[src/hdl/qtci_pkg.sv]
// Shared types, constants and helper functions for the quadtree cell index block.
package qtci_pkg;

   localparam int COORD_W     = 16;
   localparam int DIV_STAGES  = 4;
   localparam int DIV_BITS    = COORD_W / DIV_STAGES;
   localparam int LEVEL_LIMIT = 8;

   localparam logic [2:0] CSR_SPACE_LEFT   = 3'd0;
   localparam logic [2:0] CSR_SPACE_TOP    = 3'd1;
   localparam logic [2:0] CSR_SPACE_WIDTH  = 3'd2;
   localparam logic [2:0] CSR_SPACE_HEIGHT = 3'd3;
   localparam logic [2:0] CSR_TREE_DEPTH   = 3'd4;

   typedef struct packed {
      logic signed [15:0] rect_left;
      logic signed [15:0] rect_top;
      logic signed [15:0] rect_right;
      logic signed [15:0] rect_bottom;
   } req_type;

   typedef struct packed {
      logic        registered;
      logic        outside_space;
      logic [14:0] cell_index;
      logic [2:0]  node_level;
   } rsp_type;

   typedef struct packed {
      logic valid;
      logic outside;
   } ctl_type;

   function automatic logic [14:0] level_offset(input logic [3:0] k);
      logic [14:0] r;
      unique case (k)
         4'd0:    r = 15'd0;
         4'd1:    r = 15'd1;
         4'd2:    r = 15'd5;
         4'd3:    r = 15'd21;
         4'd4:    r = 15'd85;
         4'd5:    r = 15'd341;
         4'd6:    r = 15'd1365;
         4'd7:    r = 15'd5461;
         4'd8:    r = 15'd21845;
         default: r = 15'd0;
      endcase
      return r;
   endfunction

   function automatic logic [15:0] spread8(input logic [7:0] n);
      logic [15:0] r;
      r = '0;
      for (int i = 0; i < 8; i++) begin
         r[2*i] = n[i];
      end
      return r;
   endfunction

endpackage

[src/hdl/qtci_divider.sv]
// Pipelined restoring divider, a fixed number of quotient bits per stage.
module qtci_divider (
   input  logic        clock,
   input  logic        en,
   input  logic [15:0] dvd,
   input  logic [15:0] dvs,
   output logic [15:0] quo
);
   import qtci_pkg::*;

   logic [15:0] rem_ff [DIV_STAGES];
   logic [15:0] dvd_ff [DIV_STAGES];
   logic [15:0] rem_in [DIV_STAGES];
   logic [15:0] dvd_in [DIV_STAGES];

   for (genvar s = 0; s < DIV_STAGES; s++) begin : g_stage
      logic [15:0] rem_src;
      logic [15:0] dvd_src;
      if (s == 0) begin : g_first
         assign rem_src = '0;
         assign dvd_src = dvd;
      end else begin : g_next
         assign rem_src = rem_ff[s-1];
         assign dvd_src = dvd_ff[s-1];
      end

      always_comb begin
         logic [16:0] t;
         logic [15:0] r;
         logic [15:0] d;
         r = rem_src;
         d = dvd_src;
         for (int b = 0; b < DIV_BITS; b++) begin
            t = {r, d[15]};
            if (t >= {1'b0, dvs}) begin
               t = t - {1'b0, dvs};
               d = {d[14:0], 1'b1};
            end else begin
               d = {d[14:0], 1'b0};
            end
            r = t[15:0];
         end
         rem_in[s] = r;
         dvd_in[s] = d;
      end

      always_ff @(posedge clock) begin
         if (en) begin
            rem_ff[s] <= rem_in[s];
            dvd_ff[s] <= dvd_in[s];
         end
      end
   end

   assign quo = dvd_ff[DIV_STAGES-1];

endmodule

[src/hdl/qtci_locate.sv]
// Morton codes, level search and node index, two register stages.
module qtci_locate (
   input  logic                  clock,
   input  logic                  reset,
   input  logic                  en,
   input  qtci_pkg::ctl_type     ctl,
   input  logic [15:0]           lx,
   input  logic [15:0]           ty,
   input  logic [15:0]           rx,
   input  logic [15:0]           by,
   input  logic [2:0]            depth,
   output logic                  out_valid,
   output qtci_pkg::rsp_type     out_rsp
);
   import qtci_pkg::*;

   ctl_type     a_ctl_ff, a_ctl_in;
   logic [15:0] a_rb_ff, a_rb_in;
   logic [2:0]  a_lvl_ff, a_lvl_in;
   logic        b_valid_ff;
   rsp_type     b_rsp_ff, b_rsp_in;

   always_comb begin
      logic [15:0] lt;
      logic [15:0] diff;
      logic [15:0] sl, st, sr, sb;
      sl       = spread8(lx[7:0]);
      st       = spread8(ty[7:0]);
      sr       = spread8(rx[7:0]);
      sb       = spread8(by[7:0]);
      lt       = sl | {st[14:0], 1'b0};
      a_rb_in  = sr | {sb[14:0], 1'b0};
      diff     = lt ^ a_rb_in;
      a_lvl_in = '0;
      for (int i = 0; i < 7; i++) begin
         if ((3'(i) < depth) && (diff[2*i +: 2] != 2'b00)) begin
            a_lvl_in = 3'(i + 1);
         end
      end
      a_ctl_in = ctl;
   end

   always_comb begin
      logic [16:0] idx;
      logic [14:0] cells;
      idx   = {1'b0, a_rb_ff >> {a_lvl_ff, 1'b0}}
            + {2'b00, level_offset({1'b0, depth - a_lvl_ff})};
      cells = level_offset({1'b0, depth} + 4'd1);
      b_rsp_in = '0;
      if (a_ctl_ff.outside) begin
         b_rsp_in.outside_space = 1'b1;
      end else begin
         b_rsp_in.node_level = a_lvl_ff;
         if (idx < {2'b00, cells}) begin
            b_rsp_in.registered = 1'b1;
            b_rsp_in.cell_index = idx[14:0];
         end
      end
   end

   always_ff @(posedge clock) begin
      if (reset) begin
         a_ctl_ff   <= '0;
         b_valid_ff <= 1'b0;
      end else if (en) begin
         a_ctl_ff   <= a_ctl_in;
         b_valid_ff <= a_ctl_ff.valid;
      end
   end

   always_ff @(posedge clock) begin
      if (en) begin
         a_rb_ff  <= a_rb_in;
         a_lvl_ff <= a_lvl_in;
         b_rsp_ff <= b_rsp_in;
      end
   end

   assign out_valid = b_valid_ff;
   assign out_rsp   = b_rsp_ff;

endmodule

[src/hdl/quadtree_cell_index.sv]
// Top level of the linear quadtree cell index block.
//
//   port group  dir  payload          notes
//   req_*       in   qtci_pkg::req_type  bounding rectangle
//   rsp_*       out  qtci_pkg::rsp_type  cell index result
//   csr_*       in   index, data      config write, always ready
//
// One transaction per cycle while not stalled; stages: offset stage, four
// divider stages of 4 quotient bits, Morton/level stage, index stage.
// Synchronous reset clears valid bits and loads the register defaults.
// A stalled result freezes the pipe; req_ready = !rsp_valid || rsp_ready.
module quadtree_cell_index (
   input  logic              clock,
   input  logic              reset,
   input  logic              req_valid,
   output logic              req_ready,
   input  qtci_pkg::req_type req_data,
   output logic              rsp_valid,
   input  logic              rsp_ready,
   output qtci_pkg::rsp_type rsp_data,
   input  logic              csr_valid,
   output logic              csr_ready,
   input  logic [2:0]        csr_index,
   input  logic [15:0]       csr_data
);
   import qtci_pkg::*;

   logic signed [15:0] left_ff, top_ff;
   logic [15:0]        width_ff, height_ff;
   logic [2:0]         depth_ff;
   logic [2:0]         depth_eff;
   logic [15:0]        ux, uy;
   logic               advance;

   ctl_type     ctl_ff [DIV_STAGES+1];
   ctl_type     ctl_in;
   logic [15:0] ox_ff [4];
   logic [15:0] ox_in [4];
   logic [15:0] quo [4];

   assign csr_ready = 1'b1;

   always_ff @(posedge clock) begin
      if (reset) begin
         left_ff   <= -16'sd100;
         top_ff    <= -16'sd100;
         width_ff  <= 16'd840;
         height_ff <= 16'd840;
         depth_ff  <= 3'd4;
      end else if (csr_valid) begin
         unique case (csr_index)
            CSR_SPACE_LEFT:   left_ff   <= csr_data;
            CSR_SPACE_TOP:    top_ff    <= csr_data;
            CSR_SPACE_WIDTH:  width_ff  <= csr_data;
            CSR_SPACE_HEIGHT: height_ff <= csr_data;
            CSR_TREE_DEPTH:   depth_ff  <= csr_data[2:0];
            default: ;
         endcase
      end
   end

   always_comb begin
      logic [15:0] sx, sy;
      depth_eff = ({1'b0, depth_ff} >= 4'(LEVEL_LIMIT)) ? 3'(LEVEL_LIMIT - 1) : depth_ff;
      sx = width_ff >> depth_eff;
      sy = height_ff >> depth_eff;
      ux = (sx == '0) ? 16'd1 : sx;
      uy = (sy == '0) ? 16'd1 : sy;
   end

   assign advance   = !rsp_valid || rsp_ready;
   assign req_ready = advance;

   always_comb begin
      logic signed [16:0] d [4];
      logic signed [17:0] right_edge, bottom_edge;
      d[0] = 17'(req_data.rect_left)   - 17'(left_ff);
      d[1] = 17'(req_data.rect_top)    - 17'(top_ff);
      d[2] = 17'(req_data.rect_right)  - 17'(left_ff);
      d[3] = 17'(req_data.rect_bottom) - 17'(top_ff);
      for (int c = 0; c < 4; c++) begin
         ox_in[c] = d[c][16] ? 16'd0 : d[c][15:0];
      end
      right_edge  = 18'(left_ff) + $signed({2'b00, width_ff});
      bottom_edge = 18'(top_ff)  + $signed({2'b00, height_ff});
      ctl_in.valid   = req_valid;
      ctl_in.outside = (req_data.rect_right < left_ff) || (req_data.rect_bottom < top_ff)
                    || (18'(req_data.rect_left) > right_edge)
                    || (18'(req_data.rect_top) > bottom_edge);
   end

   always_ff @(posedge clock) begin
      if (reset) begin
         for (int s = 0; s <= DIV_STAGES; s++) begin
            ctl_ff[s] <= '0;
         end
      end else if (advance) begin
         ctl_ff[0] <= ctl_in;
         for (int s = 1; s <= DIV_STAGES; s++) begin
            ctl_ff[s] <= ctl_ff[s-1];
         end
      end
   end

   always_ff @(posedge clock) begin
      if (advance) begin
         for (int c = 0; c < 4; c++) begin
            ox_ff[c] <= ox_in[c];
         end
      end
   end

   for (genvar c = 0; c < 4; c++) begin : g_div
      qtci_divider u_div (
         .clock (clock),
         .en    (advance),
         .dvd   (ox_ff[c]),
         .dvs   ((c % 2 == 0) ? ux : uy),
         .quo   (quo[c])
      );
   end

   qtci_locate u_locate (
      .clock     (clock),
      .reset     (reset),
      .en        (advance),
      .ctl       (ctl_ff[DIV_STAGES]),
      .lx        (quo[0]),
      .ty        (quo[1]),
      .rx        (quo[2]),
      .by        (quo[3]),
      .depth     (depth_eff),
      .out_valid (rsp_valid),
      .out_rsp   (rsp_data)
   );

endmodule
[config.mk]
export PLATFORM = sky130hd
export DESIGN_NAME = quadtree_cell_index
export DESIGN_NICKNAME = d
export VERILOG_FILES = /design/src/hdl/qtci_pkg.sv /design/src/hdl/qtci_divider.sv /design/src/hdl/qtci_locate.sv /design/src/hdl/quadtree_cell_index.sv
export SDC_FILE = /design/constraint.sdc
export NUM_CORES = 2
export LEC_CHECK = 0
export CAP_MARGIN = 5
export CORE_AREA = 2 2 430 432
export DETAILED_ROUTE_END_ITERATION = 16
export DIE_AREA = 0 0 432 434
export DONT_BUFFER_PORTS = 1
export SLEW_MARGIN = 20
export SYNTH_ARGS = -nofsm -noshare
export SYNTH_HDL_FRONTEND = slang
export SYNTH_HIERARCHICAL = 1
export SYNTH_SLANG_ARGS = --single-unit
[constraint.sdc]
create_clock -name clock -period 35.8 [get_ports clock]
set_input_delay 1.79 -clock clock [delete_from_list [all_inputs] [get_ports clock]]
set_output_delay 1.79 -clock clock [all_outputs]
set_load 0.02 [all_outputs]
* Word level (Yosys, flattened, before mapping)
Memories as Yosys holds them, arrays and structs flattened. A register that Yosys moved wholly into a read port is not among the register bits.
Index checks and enable logic that the tools add are counted.
** Word-level totals
- Memory bits (read-only) :: 184
- Input bits :: 88
- Logic and storage cells :: 374
- Memories kept :: 12
- Bits in writable memories :: 586
- Bits in registers :: 107
** Memories
- (no name shown) :: depth 16, bits a word 8, rd ports 1, clocked after Yosys merged registers in 0, wr ports 0, line qtci_pkg.sv:36 : unique case (k)
- g_div[0].u_div.dvd_ff :: depth 4, bits a word 16, rd ports 4, clocked after Yosys merged registers in 0, wr ports 4, line qtci_divider.sv:12 : logic [15:0] dvd_ff [DIV_STAGES];
- g_div[0].u_div.rem_ff :: depth 4, bits a word 16, rd ports 3, clocked after Yosys merged registers in 0, wr ports 4, line qtci_divider.sv:11 : logic [15:0] rem_ff [DIV_STAGES];
- g_div[1].u_div.dvd_ff :: depth 4, bits a word 16, rd ports 4, clocked after Yosys merged registers in 0, wr ports 4, line qtci_divider.sv:12
- g_div[1].u_div.rem_ff :: depth 4, bits a word 16, rd ports 3, clocked after Yosys merged registers in 0, wr ports 4, line qtci_divider.sv:11
- g_div[2].u_div.dvd_ff :: depth 4, bits a word 16, rd ports 4, clocked after Yosys merged registers in 0, wr ports 4, line qtci_divider.sv:12
- +6 memories
** Operators by class
- Magnitude comparators :: 76
- Eq/ne operators :: 4
- Add/subtract/negate cells :: 73
- Shift-type cells :: 3
- Mux-type cells :: 153
- Bitwise logic cells :: 9
- Reduce and logical (&&, ||, !) cells :: 30
** Operators by type and width (count)
- 2-to-1 mux 16 bit :: 70
- greater-or-equal comparator 17 x 16 -> 1 bit :: 60
- subtractor 16 bit :: 60
- 2-to-1 mux 1 bit :: 74
- subtractor 16 x 16 -> 17 bit :: 4
- greater-or-equal comparator 1 x 16 -> 1 bit :: 4
- subtractor 1 x 16 -> 16 bit :: 4
- adder 16 x 17 -> 18 bit :: 2
- greater-than comparator 16 x 18 -> 1 bit :: 2
- zero test 16 bit :: 2
- less-than comparator 16 bit :: 2
- right shift 16 x 3 -> 16 bit :: 2
- 2-to-1 mux 2 bit :: 9
- adder 16 x 15 -> 17 bit :: 1
- less-than comparator 17 x 15 -> 1 bit :: 1
- bitwise OR 15 x 16 -> 16 bit :: 1
- right shift 16 x 4 -> 16 bit :: 1
- bitwise OR 13 x 14 -> 14 bit :: 1
- nonzero test 2 bit :: 7
- XOR 14 bit :: 1
- AND reduction 2 bit :: 5
- less-than comparator 3 bit (first input constant) :: 3
- logical AND 1 bit :: 7
- equality test 3 x 2 -> 1 bit (second input constant) :: 2
- 13 further kinds :: 23

* Longest topological paths before layout
- Depth after elaboration :: 11
- Gate-level depth with buffers :: 60
- Gate-level depth less buffers :: 53

* Hierarchy
Netlist, hierarchy kept.
** Modules (own cells, without submodules)
- qtci_divider at g_div[0].u_div ... :: times used 3, area an instance 16577.1 um2, cells each 1907, seq. area each 3363.2 um2
- qtci_divider at g_div[1].u_div :: times used 1, area an instance 17131.4 um2, cells each 2014, seq. area each 3363.2 um2
- quadtree_cell_index :: times used 1, area an instance 11562.3 um2, cells each 1322, seq. area each 3563.4 um2
- qtci_locate :: times used 1, area an instance 3524.6 um2, cells each 350, seq. area each 1231.2 um2

* Worst setup path after synthesis
Ideal clock, no wire load.
- Kind :: input-to-output
- Start point :: in rsp_ready
- End point :: out req_ready
- Required time :: 34.010 ns
- Arrival :: 17.159 ns
- Cell stages on the path :: 2
- Slack :: 16.851 ns
- Path buffers :: 1
- Path through :: nand2b_1 clkbuf_1
** On the way
- Word-level cells in the longest chain between the ends :: 1
** RTL lines
- start, declared :: line quadtree_cell_index.sv:19 : input logic rsp_ready,
- logical OR 1 bit :: line quadtree_cell_index.sv:71 : assign advance = !rsp_valid || rsp_ready;
- end, declared :: line quadtree_cell_index.sv:16 : output logic req_ready,
Every way passes these cells.

==> impl_metrics.ini <==
[global_routing]
grt_antenna_before_repair = 16
track_usage_pct = 26.1
grt_pass1_wl_um = 386000
grt_overflow = 0
grt_pass1_vias = 67581
grt_max_degree = 145

[cts]
cts.sinks = 515
ctsResizeCount = 0
clockBufferDepth = 3
clock-root-buffer = clkbuf_16
clk_pin_slew_worst_paths_ns = 0.06
cts_setup_buffers = 0
postCtsHoldBufs = 0
cts_tree = yes
htree_levels = 3
cts_made_buffers = 69
insertion_delay_ns = 0.71

[worst_setup_path]
crit_path_end_kind = flip-flop
r2r-start = depth_eff[0]
path_delay_family = compound AO/OA/AOI/OAI gates
cp-start-kind = flip-flop
worstPathArrival_ns = 15.23
crit_start = depth_eff[0]
crit_required_ns = 36.24
crit_buf_inv = 7
cp_max_fo = 47
critPathKind = flip-flop to flip-flop
slowest_stage = a2111oi_0
max_stage_delay_ns = 0.73

[detailed_routing]
ant_nets = 0
drcViolationCount = 0
drt_wl_total_um = 252000
vias_per_cell = 6.03
wl_per_cell_um = 21.5
drt_iter0_markers = 5231
drtPass1Iterations = 6
num_vias = 70766

[yosys]
synth_area_sq_um = 78400
avgSynthCellArea_sq_um = 8.45
synthCells = 9286
syn-num-nets = 10560
yosys_warnings = 6

[outcome]
status = completed

[layout]
final_common_cell = ha_1
nets = 10560
syn_to_final_growth_pct = 7.17
drive_gt1_share_pct = 10.4
n_fill_cell = 17716
mostFrequentLayoutCells = 1123 x ha_1, 808 x a21oi_1, 764 x nor2_1

[timing]
fin_tns_setup_ns = 0
rsz0062_at_grt = false
worst_slew_pin_slew_ns = 1.17
fin_worst_skew_ns = 0.0265
finalSetupViolCount = 0
fmax_ghz = 0.0676
drv_slew = 0
fin_crit_sh_pct = 41.3
slew_headroom_pct = 20.2
hold_violations = 0
final.min_clock_period_ns = 14.79

[die]
placementRows = 157
die_h_um = 434
die_area_sq_um = 187000
die_x_um = 432
ios = 111
coreArea_sq_um = 182000
initial_core_util_pct = 43.0

[place]
gp_congestion = 0.952
io_buffers = 0
place_hpwl_um = 199000

[min_path]
min-delay-start = g_div[1].u_div/dvd_ff[0][9]
hold_path_class = flip-flop to flip-flop

[run]
max_cap_violations = 0
stage by stage:
stage	hold slack, ns	utilization, %	instance area (sq um)	setup WS (ns)	std cells
3_5_place_dp	0.405	44.7	81500	20.88	11598
5_1_grt	0.424	46.1	84100	19.98	11739
6_report	0.402	46.1	84100	21.01	11744
4_1_cts	0.401	46.0	84000	20.78	11724
2_1_floorplan	0.400	-	78400	19.97	9286
3_3_place_gp	0.401	44.7	81500	20.94	11597
worst reg2reg max path: cells and delay by family, from the launching register on:
kind | cells | cell delay [ns]
adder cells (fa/ha/maj) | 4 | 1.20
AO/OA/AOI/OAI | 29 | 7.63
flip-flops | 1 | 0.31
buffers and inverters | 7 | 2.00
multiplexers | 3 | 1.46
AND/OR/NAND/NOR | 9 | 1.97
worst paths after layout:
check | to | slack (ns) | depth (start not counted)
worst max-delay path | g_div[3].u_div/rem_ff[2][1] | 21.01 | 52
worst min-delay path | g_div[1].u_div/dvd_ff[1][13] | 0.40 | 0
worst max register to register | g_div[3].u_div/rem_ff[2][1] | 21.01 | 52
worst min register to register | g_div[1].u_div/dvd_ff[1][13] | 0.40 | 0
sequential cells by signal, summed over array words and instances, names as in the netlist:
signal	cells
u_locate/a_lvl_ff	3
depth_eff	3
ctl_ff	10
g_div.u_div/dvd_ff	140
height_ff	16
width_ff	16
u_locate/out_valid	1
g_div.u_div/rem_ff	192
top_ff	16
ox_ff	64
u_locate/out_rsp	20
left_ff	16
u_locate/a_ctl_ff	2
u_locate/a_rb_ff	16
per-layer routing:
layer / track usage (%) / part of all wire [%]
met2: 43.3 / 46
met3: 3.25 / 5.1
met4: 12.1 / 5.0
met5: 0 / 0.021
met1: 33.6 / 44
layout make-up:
| class | instances | area, sq um | area share, % |
|---|---|---|---|
| multi-input combinational | 8038 | 60800 | 72.4 |
| sequential | 515 | 14800 | 17.6 |
| tap | 2385 | 2980 | 3.55 |
| inverter | 538 | 2020 | 2.41 |
| clock buffer | 83 | 1850 | 2.20 |
| timing repair buffer | 124 | 955 | 1.14 |
| clock inverter | 43 | 609 | 0.725 |
| antenna | 18 | 45.0 | 0.0536 |
Power is left out: the tool's default activity adds up to more than one toggle a clock period on the data nets, which glitch-free logic cannot reach.
